**src/rtl/assert_macros.svh**
```systemverilog
// assertion helpers, clocked on clock and quiet while reset is high
`ifndef ASSERT_MACROS_SVH
`define ASSERT_MACROS_SVH

// plain property check
`define VPQ_ASSERT(label, prop, msg) \
   label: assert property (@(posedge clock) disable iff (reset) (prop)) else $error(msg);

// same-cycle implication check
`define VPQ_ASSERT_IMP(label, ante, cons, msg) \
   label: assert property (@(posedge clock) disable iff (reset) (ante) |-> (cons)) else $error(msg);

`endif

```
**src/rtl/vpq_pkg.sv**
```systemverilog
`default_nettype none

package vpq_pkg;

   // field widths
   localparam int KIND_W   = 2;
   localparam int VOICE_W  = 8;
   localparam int LEVEL_W  = 8;
   localparam int TIME_W   = 32;
   localparam int STATUS_W = 2;
   localparam int COUNT_W  = 4;
   localparam int DELAY_W  = 16;

   typedef logic [KIND_W-1:0]   kind_type;
   typedef logic [STATUS_W-1:0] status_type;
   typedef logic [VOICE_W-1:0]  voice_type;
   typedef logic [TIME_W-1:0]   time_type;

   // request kinds
   localparam kind_type KIND_ENQ  = 2'd0;
   localparam kind_type KIND_TICK = 2'd1;
   localparam kind_type KIND_BATT = 2'd2;

   // response status codes
   localparam status_type ST_OK      = 2'd0;
   localparam status_type ST_INVALID = 2'd1;
   localparam status_type ST_FULL    = 2'd2;
   localparam status_type ST_NONE    = 2'd3;

   // register map
   localparam int CSR_AW = 3;
   localparam int CSR_DW = 32;
   localparam logic REG_DELAY      = 1'b0;
   localparam logic REG_ZERO_VOICE = 1'b1;

   // reset values and limits
   localparam logic [DELAY_W-1:0] DELAY_RESET      = 16'd2000;
   localparam voice_type          ZERO_VOICE_RESET = 8'd106;
   localparam logic [LEVEL_W-1:0] LEVEL_MAX        = 8'd100;

   // latched request payload
   typedef struct packed {
      kind_type           kind;
      voice_type          prompt_id;
      logic [LEVEL_W-1:0] charge_pct;
      logic               system_ready;
      time_type           now_ms;
      logic               player_busy;
      logic               play_ok;
   } item_type;

endpackage

`default_nettype wire

```
**src/rtl/vpq_req_if.sv**
```systemverilog
`default_nettype none

interface vpq_req_if import vpq_pkg::*; ();
   logic               valid;
   logic               ready;
   kind_type           kind;
   voice_type          prompt_id;
   logic [LEVEL_W-1:0] charge_pct;
   logic               system_ready;
   time_type           now_ms;
   logic               player_busy;
   logic               play_ok;

   modport source (
      output valid, kind, prompt_id, charge_pct, system_ready, now_ms, player_busy,
             play_ok,
      input  ready
   );

   modport sink (
      input  valid, kind, prompt_id, charge_pct, system_ready, now_ms, player_busy,
             play_ok,
      output ready
   );
endinterface

`default_nettype wire

```
**src/rtl/vpq_rsp_if.sv**
```systemverilog
`default_nettype none

interface vpq_rsp_if import vpq_pkg::*; ();
   logic               valid;
   logic               ready;
   status_type         status;
   logic               play_issue;
   voice_type          play_id;
   time_type           fail_total;
   logic [COUNT_W-1:0] queue_count;

   modport source (
      output valid, status, play_issue, play_id, fail_total, queue_count,
      input  ready
   );

   modport sink (
      input  valid, status, play_issue, play_id, fail_total, queue_count,
      output ready
   );
endinterface

`default_nettype wire

```
**src/rtl/vpq_ram.sv**
```systemverilog
`default_nettype none

module vpq_ram #(
   parameter int WIDTH = 8,
   parameter int DEPTH = 15
) (
   input  logic                     clock,
   input  logic                     we,
   input  logic [$clog2(DEPTH)-1:0] waddr,
   input  logic [WIDTH-1:0]         wdata,
   input  logic                     re,
   input  logic [$clog2(DEPTH)-1:0] raddr,
   output logic [WIDTH-1:0]         rdata
);

   logic [WIDTH-1:0] mem_ff [DEPTH];
   logic [WIDTH-1:0] rdata_ff;

   // one write port, one registered read port
   always_ff @(posedge clock) begin
      if (we) begin
         mem_ff[waddr] <= wdata;
      end
      if (re) begin
         rdata_ff <= mem_ff[raddr];
      end
   end

   assign rdata = rdata_ff;

endmodule

`default_nettype wire

```
**src/rtl/voice_prompt_queue_scheduler.sv**
```systemverilog
// voice prompt queue scheduler
// req channel: one request per item (enqueue prompt, task tick or battery
// announce); rsp channel: exactly one response per request, in order.
// the prompt ids sit in a ring of QUEUE_SLOTS entries in a single-port-read
// ram; one slot stays empty so at most QUEUE_SLOTS-1 prompts wait.
// sequence: a request is taken in the idle cycle, which also reads the head
// entry from the ram; the next cycle evaluates the request, writes the ram
// for an enqueue and loads the response register. the response is valid
// once that register is loaded, and no new request is taken until the
// evaluate step is done.
// a new request can be taken while the previous response still waits.
// if rsp is stalled when a result is ready, the block holds in the evaluate
// step and takes no new request until the response register frees up.
// reset (synchronous, active high) empties the queue, clears the delay
// state and the failure counter, and sets the delay register to 2000 ms and
// the battery-zero voice to 106. no clearing pass is needed.
// configuration: apb-style writes, delay at address 0, zero voice at 4;
// the user must write them only while idle; the block does not enforce this.
`default_nettype none
`include "assert_macros.svh"

module voice_prompt_queue_scheduler import vpq_pkg::*; #(
   parameter int QUEUE_SLOTS = 15
) (
   input  logic              clock,
   input  logic              reset,
   vpq_req_if.sink           req,
   vpq_rsp_if.source         rsp,
   input  logic              psel,
   input  logic              penable,
   input  logic              pwrite,
   input  logic [CSR_AW-1:0] paddr,
   input  logic [CSR_DW-1:0] pwdata,
   output logic [CSR_DW-1:0] prdata,
   output logic              pready
);

   localparam int IDX_W = $clog2(QUEUE_SLOTS);

   localparam logic ST_IDLE = 1'b0;
   localparam logic ST_EXEC = 1'b1;

   logic state_ff, state_in;
   item_type item_ff;
   logic [IDX_W-1:0] head_ff, head_in, tail_ff, tail_in;
   logic delay_started_ff, delay_started_in;
   time_type ready_time_ff, ready_time_in;
   time_type fail_ff, fail_in;
   logic [DELAY_W-1:0] delay_ff;
   voice_type zero_voice_ff;

   status_type status_ff, status_in;
   logic issue_ff, issue_in;
   voice_type pid_ff, pid_in;
   logic [COUNT_W-1:0] count_ff, count_in;
   logic rsp_valid_ff, rsp_valid_in;

   logic accept, out_free, load;
   logic mem_we;
   voice_type head_data;
   logic [IDX_W-1:0] tail_next, head_next;
   time_type elapsed;
   logic [IDX_W:0] waiting;
   logic [IDX_W+COUNT_W-1:0] waiting_ext;

   // handshakes
   assign accept   = req.valid && req.ready;
   assign req.ready = (state_ff == ST_IDLE);
   assign out_free = !rsp_valid_ff || rsp.ready;
   assign load     = (state_ff == ST_EXEC) && out_free;

   // queue ram, head read at acceptance
   vpq_ram #(
      .WIDTH(VOICE_W),
      .DEPTH(QUEUE_SLOTS)
   ) u_queue_ram (
      .clock(clock),
      .we   (mem_we),
      .waddr(tail_ff),
      .wdata(item_ff.prompt_id),
      .re   (accept),
      .raddr(head_ff),
      .rdata(head_data)
   );

   // ring pointer stepping
   assign tail_next = (tail_ff == IDX_W'(QUEUE_SLOTS - 1)) ? '0 : tail_ff + 1'b1;
   assign head_next = (head_ff == IDX_W'(QUEUE_SLOTS - 1)) ? '0 : head_ff + 1'b1;
   assign elapsed   = item_ff.now_ms - ready_time_ff;

   // evaluate the latched request
   always_comb begin
      head_in          = head_ff;
      tail_in          = tail_ff;
      delay_started_in = delay_started_ff;
      ready_time_in    = ready_time_ff;
      fail_in          = fail_ff;
      status_in        = ST_NONE;
      issue_in         = 1'b0;
      pid_in           = '0;
      mem_we           = 1'b0;
      unique case (item_ff.kind)
         KIND_ENQ: begin
            if (item_ff.prompt_id == '0) begin
               status_in = ST_INVALID;
            end else if (tail_next == head_ff) begin
               status_in = ST_FULL;
            end else begin
               mem_we    = load;
               tail_in   = tail_next;
               status_in = ST_OK;
            end
         end
         KIND_BATT: begin
            if (item_ff.charge_pct > LEVEL_MAX) begin
               status_in = ST_INVALID;
            end else begin
               issue_in  = 1'b1;
               pid_in    = (item_ff.charge_pct == '0) ? zero_voice_ff
                                                      : item_ff.charge_pct;
               status_in = item_ff.play_ok ? ST_OK : ST_NONE;
            end
         end
         KIND_TICK: begin
            if (!item_ff.system_ready) begin
               delay_started_in = 1'b0;
            end else if (!delay_started_ff) begin
               ready_time_in    = item_ff.now_ms;
               delay_started_in = 1'b1;
            end else if (elapsed >= {{(TIME_W-DELAY_W){1'b0}}, delay_ff}) begin
               if (!item_ff.player_busy && head_ff != tail_ff) begin
                  issue_in = 1'b1;
                  pid_in   = head_data;
                  if (item_ff.play_ok) begin
                     head_in   = head_next;
                     status_in = ST_OK;
                  end else begin
                     fail_in = fail_ff + 32'd1;
                  end
               end
            end
         end
         default: begin
            status_in = ST_NONE;
         end
      endcase
   end

   // entries waiting after the update
   always_comb begin
      if (tail_in >= head_in) begin
         waiting = {1'b0, tail_in} - {1'b0, head_in};
      end else begin
         waiting = {1'b0, tail_in} + (IDX_W+1)'(QUEUE_SLOTS) - {1'b0, head_in};
      end
      waiting_ext = {{COUNT_W{1'b0}}, waiting[IDX_W-1:0]};
      count_in    = waiting_ext[COUNT_W-1:0];
   end

   // sequencer and response valid
   always_comb begin
      state_in     = state_ff;
      rsp_valid_in = rsp_valid_ff && !rsp.ready;
      unique case (state_ff)
         ST_IDLE: begin
            if (accept) begin
               state_in = ST_EXEC;
            end
         end
         ST_EXEC: begin
            if (out_free) begin
               state_in     = ST_IDLE;
               rsp_valid_in = 1'b1;
            end
         end
         default: begin
            state_in = ST_IDLE;
         end
      endcase
   end

   // control state
   always_ff @(posedge clock) begin
      if (reset) begin
         state_ff         <= ST_IDLE;
         rsp_valid_ff     <= 1'b0;
         head_ff          <= '0;
         tail_ff          <= '0;
         delay_started_ff <= 1'b0;
         ready_time_ff    <= '0;
         fail_ff          <= '0;
      end else begin
         state_ff     <= state_in;
         rsp_valid_ff <= rsp_valid_in;
         if (load) begin
            head_ff          <= head_in;
            tail_ff          <= tail_in;
            delay_started_ff <= delay_started_in;
            ready_time_ff    <= ready_time_in;
            fail_ff          <= fail_in;
         end
      end
   end

   // request latch and response payload
   always_ff @(posedge clock) begin
      if (accept) begin
         item_ff.kind         <= req.kind;
         item_ff.prompt_id    <= req.prompt_id;
         item_ff.charge_pct   <= req.charge_pct;
         item_ff.system_ready <= req.system_ready;
         item_ff.now_ms       <= req.now_ms;
         item_ff.player_busy  <= req.player_busy;
         item_ff.play_ok      <= req.play_ok;
      end
      if (load) begin
         status_ff <= status_in;
         issue_ff  <= issue_in;
         pid_ff    <= pid_in;
         count_ff  <= count_in;
      end
   end

   assign rsp.valid       = rsp_valid_ff;
   assign rsp.status      = status_ff;
   assign rsp.play_issue  = issue_ff;
   assign rsp.play_id     = pid_ff;
   assign rsp.fail_total  = fail_ff;
   assign rsp.queue_count = count_ff;

   // configuration registers
   always_ff @(posedge clock) begin
      if (reset) begin
         delay_ff      <= DELAY_RESET;
         zero_voice_ff <= ZERO_VOICE_RESET;
      end else if (psel && penable && pwrite) begin
         unique case (paddr[2])
            REG_DELAY:      delay_ff      <= pwdata[DELAY_W-1:0];
            REG_ZERO_VOICE: zero_voice_ff <= pwdata[VOICE_W-1:0];
            default:        delay_ff      <= delay_ff;
         endcase
      end
   end

   assign pready = 1'b1;

   // register read back
   always_comb begin
      unique case (paddr[2])
         REG_DELAY:      prdata = {{(CSR_DW-DELAY_W){1'b0}}, delay_ff};
         REG_ZERO_VOICE: prdata = {{(CSR_DW-VOICE_W){1'b0}}, zero_voice_ff};
         default:        prdata = '0;
      endcase
   end

   // checks
   `VPQ_ASSERT_IMP(a_head_moves_on_tick, !$past(reset) && !$stable(head_ff), $past(state_ff) == ST_EXEC && $past(item_ff.kind) == KIND_TICK, "head moved outside a tick")
   `VPQ_ASSERT_IMP(a_fail_steps_by_one, !$past(reset) && !$stable(fail_ff), fail_ff == $past(fail_ff) + 32'd1, "failure count jumped")
   `VPQ_ASSERT(a_no_write_over_head, !mem_we || tail_next != head_ff, "enqueue wrote into a full ring")

endmodule

`default_nettype wire
```
**src/flat_wrapper.sv**
```systemverilog
// flat-port wrapper written by rule: the top's interface ports become plain ports
module voice_prompt_queue_scheduler_flat import vpq_pkg::*;
#(
   parameter int QUEUE_SLOTS = 15
)
  (clock, reset, psel, penable, pwrite, paddr, pwdata, prdata, pready, req_valid, req_kind, req_prompt_id, req_charge_pct, req_system_ready, req_now_ms, req_player_busy, req_play_ok, req_ready, rsp_valid, rsp_status, rsp_play_issue, rsp_play_id, rsp_fail_total, rsp_queue_count, rsp_ready);
  vpq_req_if req_i ();
  vpq_rsp_if rsp_i ();
  input  logic clock;
  input  logic reset;
  input  logic psel;
  input  logic penable;
  input  logic pwrite;
  input  logic [CSR_AW-1:0] paddr;
  input  logic [CSR_DW-1:0] pwdata;
  output logic [CSR_DW-1:0] prdata;
  output logic pready;
  input wire logic [$bits(req_i.valid)-1:0] req_valid;
  input wire logic [$bits(req_i.kind)-1:0] req_kind;
  input wire logic [$bits(req_i.prompt_id)-1:0] req_prompt_id;
  input wire logic [$bits(req_i.charge_pct)-1:0] req_charge_pct;
  input wire logic [$bits(req_i.system_ready)-1:0] req_system_ready;
  input wire logic [$bits(req_i.now_ms)-1:0] req_now_ms;
  input wire logic [$bits(req_i.player_busy)-1:0] req_player_busy;
  input wire logic [$bits(req_i.play_ok)-1:0] req_play_ok;
  output wire logic [$bits(req_i.ready)-1:0] req_ready;
  output wire logic [$bits(rsp_i.valid)-1:0] rsp_valid;
  output wire logic [$bits(rsp_i.status)-1:0] rsp_status;
  output wire logic [$bits(rsp_i.play_issue)-1:0] rsp_play_issue;
  output wire logic [$bits(rsp_i.play_id)-1:0] rsp_play_id;
  output wire logic [$bits(rsp_i.fail_total)-1:0] rsp_fail_total;
  output wire logic [$bits(rsp_i.queue_count)-1:0] rsp_queue_count;
  input wire logic [$bits(rsp_i.ready)-1:0] rsp_ready;
  assign req_i.valid = req_valid;
  assign req_i.kind = req_kind;
  assign req_i.prompt_id = req_prompt_id;
  assign req_i.charge_pct = req_charge_pct;
  assign req_i.system_ready = req_system_ready;
  assign req_i.now_ms = req_now_ms;
  assign req_i.player_busy = req_player_busy;
  assign req_i.play_ok = req_play_ok;
  assign req_ready = req_i.ready;
  assign rsp_valid = rsp_i.valid;
  assign rsp_status = rsp_i.status;
  assign rsp_play_issue = rsp_i.play_issue;
  assign rsp_play_id = rsp_i.play_id;
  assign rsp_fail_total = rsp_i.fail_total;
  assign rsp_queue_count = rsp_i.queue_count;
  assign rsp_i.ready = rsp_ready;
  voice_prompt_queue_scheduler #(.QUEUE_SLOTS(QUEUE_SLOTS)) u_core (.clock(clock), .reset(reset), .req(req_i), .rsp(rsp_i), .psel(psel), .penable(penable), .pwrite(pwrite), .paddr(paddr), .pwdata(pwdata), .prdata(prdata), .pready(pready));
endmodule
```
**config.mk**
```make
export PLATFORM = sky130hd
export DESIGN_NAME = voice_prompt_queue_scheduler_flat
export DESIGN_NICKNAME = d
export VERILOG_FILES = /design/src/rtl/vpq_pkg.sv /design/src/rtl/vpq_req_if.sv /design/src/rtl/vpq_rsp_if.sv /design/src/rtl/vpq_ram.sv /design/src/rtl/voice_prompt_queue_scheduler.sv /design/src/flat_wrapper.sv
export VERILOG_INCLUDE_DIRS = /design/src /design/src/rtl
export SDC_FILE = /design/constraint.sdc
export NUM_CORES = 1
export LEC_CHECK = 0
export ABC_AREA = 1
export BUFFER_PORTS_ARGS = -buffer_cell sky130_fd_sc_hd__buf_4
export CAP_MARGIN = 15
export CORE_MARGIN = 2
export CORE_UTILIZATION = 25
export CTS_CLUSTER_DIAMETER = 100
export DETAILED_ROUTE_END_ITERATION = 10
export GPL_ROUTABILITY_DRIVEN = 0
export RECOVER_POWER = 50
export SLEW_MARGIN = 10
export SYNTH_ARGS = -nofsm -noshare
export SYNTH_HDL_FRONTEND = slang
export SYNTH_SLANG_ARGS = --single-unit
```
**constraint.sdc**
```tcl
create_clock -name clock -period 5.25 [get_ports clock]
set_input_delay 1.05 -clock clock [delete_from_list [all_inputs] [get_ports clock]]
set_output_delay 1.05 -clock clock [all_outputs]
set_load 0.01 [all_outputs]
```
==> results.sh <==
export IMPL_root_buffer="clkbuf_16"
export IMPL_wl_per_cell_um=15.1
export IMPL_ff2ff_setup_slack_ns=0.63
export IMPL_die_w_um=251
export IMPL_synth_top_family_by_area="simple AND/OR/NAND/NOR gates"
export IMPL_hold_path_class="flop to flop"
export IMPL_drt_pass1_iter_count=5
export IMPL_p_leak_nw=7.38
export IMPL_row_count=90
export IMPL_area_growth_pct=18.7
export IMPL_dp_slack_ns=0.573
export IMPL_die_area_mm2=0.0628
export IMPL_cp_slowest_stage_delay_ns=0.47
export IMPL_yosys_mux_area_fraction_pct=0.527
export IMPL_viasPerCell=4.53
export IMPL_critPathBufInv=4
export IMPL_dpl_hpwl_mm=30.0
export IMPL_grt_util_all_layers_pct=12.6
export IMPL_cp_slowest_cell="ha_1"
export IMPL_cts_tree="done"
export IMPL_synthAdderAreaFrac_pct=4.91
export IMPL_placed_area_mm2=0.0171
export IMPL_ios=177
export IMPL_core_area_mm2=0.0602
export IMPL_grt_pass1_vias=11347
export IMPL_clkPwrFrac_pct=41.9
export IMPL_yosys_area_share_simple_pct=20.8
export IMPL_vdd_drop_max_uv=173
export IMPL_clk_latency_ns=0.55
export IMPL_antenna_found_initial=3
export IMPL_period_minus_slack_ns=4.62
export IMPL_clock_sinks=295
export IMPL_max_freq_mhz=216
export IMPL_required_ns=5.54
export IMPL_n_antenna_cell=0
export IMPL_rsz0062_at_grt="no"
export IMPL_skew_ns=0.0282
export IMPL_cp_end_kind="flop"
export IMPL_ctsHoldBuffers=0
export IMPL_min_from="u_core.ready_time_ff[25]"
export IMPL_finalWorstSetupSlack_ns=0.626
export IMPL_overflow=0
export IMPL_floorplan_initialDensity_pct=25.2
export IMPL_clkTransAtPathRegs_ns=0.06
export IMPL_die_y_um=251
export IMPL_synth_compound_area_share_pct=11.2
export IMPL_nNetsFinal=2055
export IMPL_cts_resized=0
export IMPL_hold_end="u_core.ready_time_ff[25]"
export IMPL_synth_avg_cell_area_um2=8.63
export IMPL_ys_ff_latch=295
export IMPL_cp_max_fo=13
export IMPL_ys_warn_count=0
export IMPL_power_frac_seq_pct=47.4
export IMPL_rr_startpoint="u_core.item_ff[2]"
export IMPL_crit_type="flop to flop"
export IMPL_post_cts_buffers=0
export IMPL_synth_xor_area_share_pct=2.07
export IMPL_syn_cell_area_mm2=0.0152
export IMPL_grt_max_degree=62
export IMPL_setup_viol=0
export IMPL_worst_pin_slew_ns=3.75
export IMPL_drc=0
export IMPL_worstRegToRegCells=31
export IMPL_relSlewSlack_pct=-150
export IMPL_hold_violations=0
export IMPL_switching_share_pct=25.8
export IMPL_p_comb_share_pct=10.7
export IMPL_r2r_end="u_core.rsp.queue_count[3]"
export IMPL_min_path_cells=2
export IMPL_crit_family="simple AND/OR/NAND/NOR gates"
export IMPL_cap_violations=3
export IMPL_synth_distinct_cells=54
export IMPL_cts_htree_levels=2
export IMPL_drt_iter0_markers=991
export IMPL_p_per_area_mw_per_mm2=304
export IMPL_wirelength_mm=40.9
export IMPL_io_buffers=141
export IMPL_grt_pass1_wl_mm=62.7
export IMPL_clock_path_buffers=3
export IMPL_final_area_mm2=0.0180
export IMPL_cp_common_cell="nand2_1"
export IMPL_p_int_mw=4.06
export IMPL_synth_cells=1762
export IMPL_p_sw_mw=1.42
export IMPL_status="finished with violations"
export IMPL_startpoint_type="flop"
export IMPL_setup_tns_final_ns=0
export IMPL_post_route_period_util_pct=88.1
export IMPL_slew_viol_final=142
export IMPL_violations="max-capacitance violations, max-slew violations"
export IMPL_cts_buffers=34
export IMPL_ant_nets=0
export IMPL_vias=12272
export IMPL_arrival_ns=4.92
export IMPL_seq_area_frac_synth_pct=51.8
export IMPL_drive_gt1_share_pct=12.6
routing by layer:
metal  global-route usage [%]  up-vias  part of all wire, %
li1                         -     6099                    -
met1                     17.4     5714                   46
met2                     19.9      402                   44
met3                     2.37       53                  7.2
met4                     3.52        4                  2.1
met5                        0        -                0.066
cells in the final DEF, fill, tap and decap left out, types with 16 or more instances in the layout:
master / count
a21oi_1: 131
buf_4: 88
clkbuf_1: 31
clkbuf_16: 35
clkbuf_4: 41
conb_1: 17
dfxtp_1: 98
edfxtp_1: 196
ha_1: 58
inv_1: 254
nand2_1: 415
nand3_1: 61
nand4_1: 16
nor2_1: 139
nor3_1: 27
o21ai_0: 108
xor2_1: 27
sequential cells by signal, indices dropped and copies added, names as in the netlist, 8 cells and up:
register and flops:
u_core.item_ff 53, u_core.u_queue_ram.rdata 8, u_core.rsp.fail_total 32, u_core.delay_ff 16, u_core.zero_voice_ff 8, u_core.u_queue_ram.mem_ff 120, u_core.rsp.play_id 8, u_core.ready_time_ff 32
cell families after synthesis:
group | Yosys count
XOR/XNOR | 36
multiplexers | 8
AND/OR/NAND/NOR | 730
other | 2
AO/OA/AOI/OAI | 300
adder cells (fa/ha/maj) | 59
flip-flops | 295
buffers and inverters | 332
worst register-to-register path, delay by kind of cell (launching register included):
| kind | cells | cell delay, ns |
|---|---|---|
| AND/OR/NAND/NOR | 19 | 1.86 |
| adder cells (fa/ha/maj) | 4 | 1.29 |
| AO/OA/AOI/OAI | 3 | 0.36 |
| buffers and inverters | 4 | 0.34 |
| flip-flops | 1 | 0.32 |
| XOR/XNOR | 1 | 0.22 |
per-stage QoR:
step	total power [mW]	hold WS, ns	instances	utilization (%)
2_1_floorplan	3.02	0.435	1777	-
3_3_place_gp	3.22	0.445	2647	28.3
3_5_place_dp	3.23	0.453	2647	28.3
4_1_cts	5.54	0.461	2708	30.1
5_1_grt	5.69	0.471	2708	30.0
6_report	5.48	0.458	2708	30.0
cells in the mapped netlist, drive strengths merged:
cell / count / area, µm²
o21ba: 1 / 10.0
nor3b: 4 / 30.0
o21bai: 2 / 15.0
o22ai: 5 / 31.3
o2111ai: 11 / 96.3
edfxtp: 196 / 5890
fa: 1 / 20.0
nand4: 17 / 113
dfxtp: 99 / 1980
xor2: 27 / 236
a31oi: 3 / 18.8
a32o: 8 / 80.1
inv: 262 / 983
ha: 58 / 726
nand3b: 1 / 7.51
or2: 15 / 93.8
o21a: 1 / 7.51
a41o: 1 / 10.0
a221oi: 15 / 131
and2: 1 / 6.26
a22oi: 1 / 7.51
mux2i: 8 / 80.1
nor2: 151 / 613
a21oi: 131 / 656
conb: 2 / 7.51
nand3: 68 / 383
nor3: 31 / 175
nand2: 426 / 1630
clkinv: 6 / 22.5
buf: 27 / 179
nor4: 13 / 87.6
a21boi: 1 / 11.3
clkbuf: 37 / 140
a211oi: 2 / 15.0
and3: 3 / 18.8
o211ai: 8 / 60.1
xnor2: 9 / 78.8
o21ai: 110 / 551
layout make-up:
class | instances | area, µm²
multi-input cells | 1150 | 6070
flip-flops and latches | 295 | 7870
inverters | 268 | 1010
repair buffers | 152 | 1050
clock inverters | 17 | 146
well taps | 782 | 978
fillers | 6263 | 42200
clock buffers | 44 | 920
worst max path at each step:
stage,startpoint,endpoint,cells past startpoint
floorplan,req_valid,u_core.item_ff[0],2
global placement,u_core.item_ff[2],u_core.rsp.queue_count[2],31
detailed placement,u_core.item_ff[2],u_core.rsp.queue_count[3],31
CTS,u_core.item_ff[2],u_core.rsp.queue_count[3],31
global route,u_core.item_ff[11],u_core.rsp.queue_count[3],29
finish,u_core.item_ff[2],u_core.rsp.queue_count[3],31
power by group through the flow:
stage / Clock [mW] / Combinational, mW / Sequential (mW)
4_1_cts: 2.35 / 0.596 / 2.59
2_1_floorplan: 0 / 0.394 / 2.63
3_3_place_gp: 0 / 0.579 / 2.64
3_5_place_dp: 0 / 0.592 / 2.64
6_report: 2.30 / 0.587 / 2.60
5_1_grt: 2.42 / 0.664 / 2.60
Note: power is estimated with default switching activity, not from simulation.
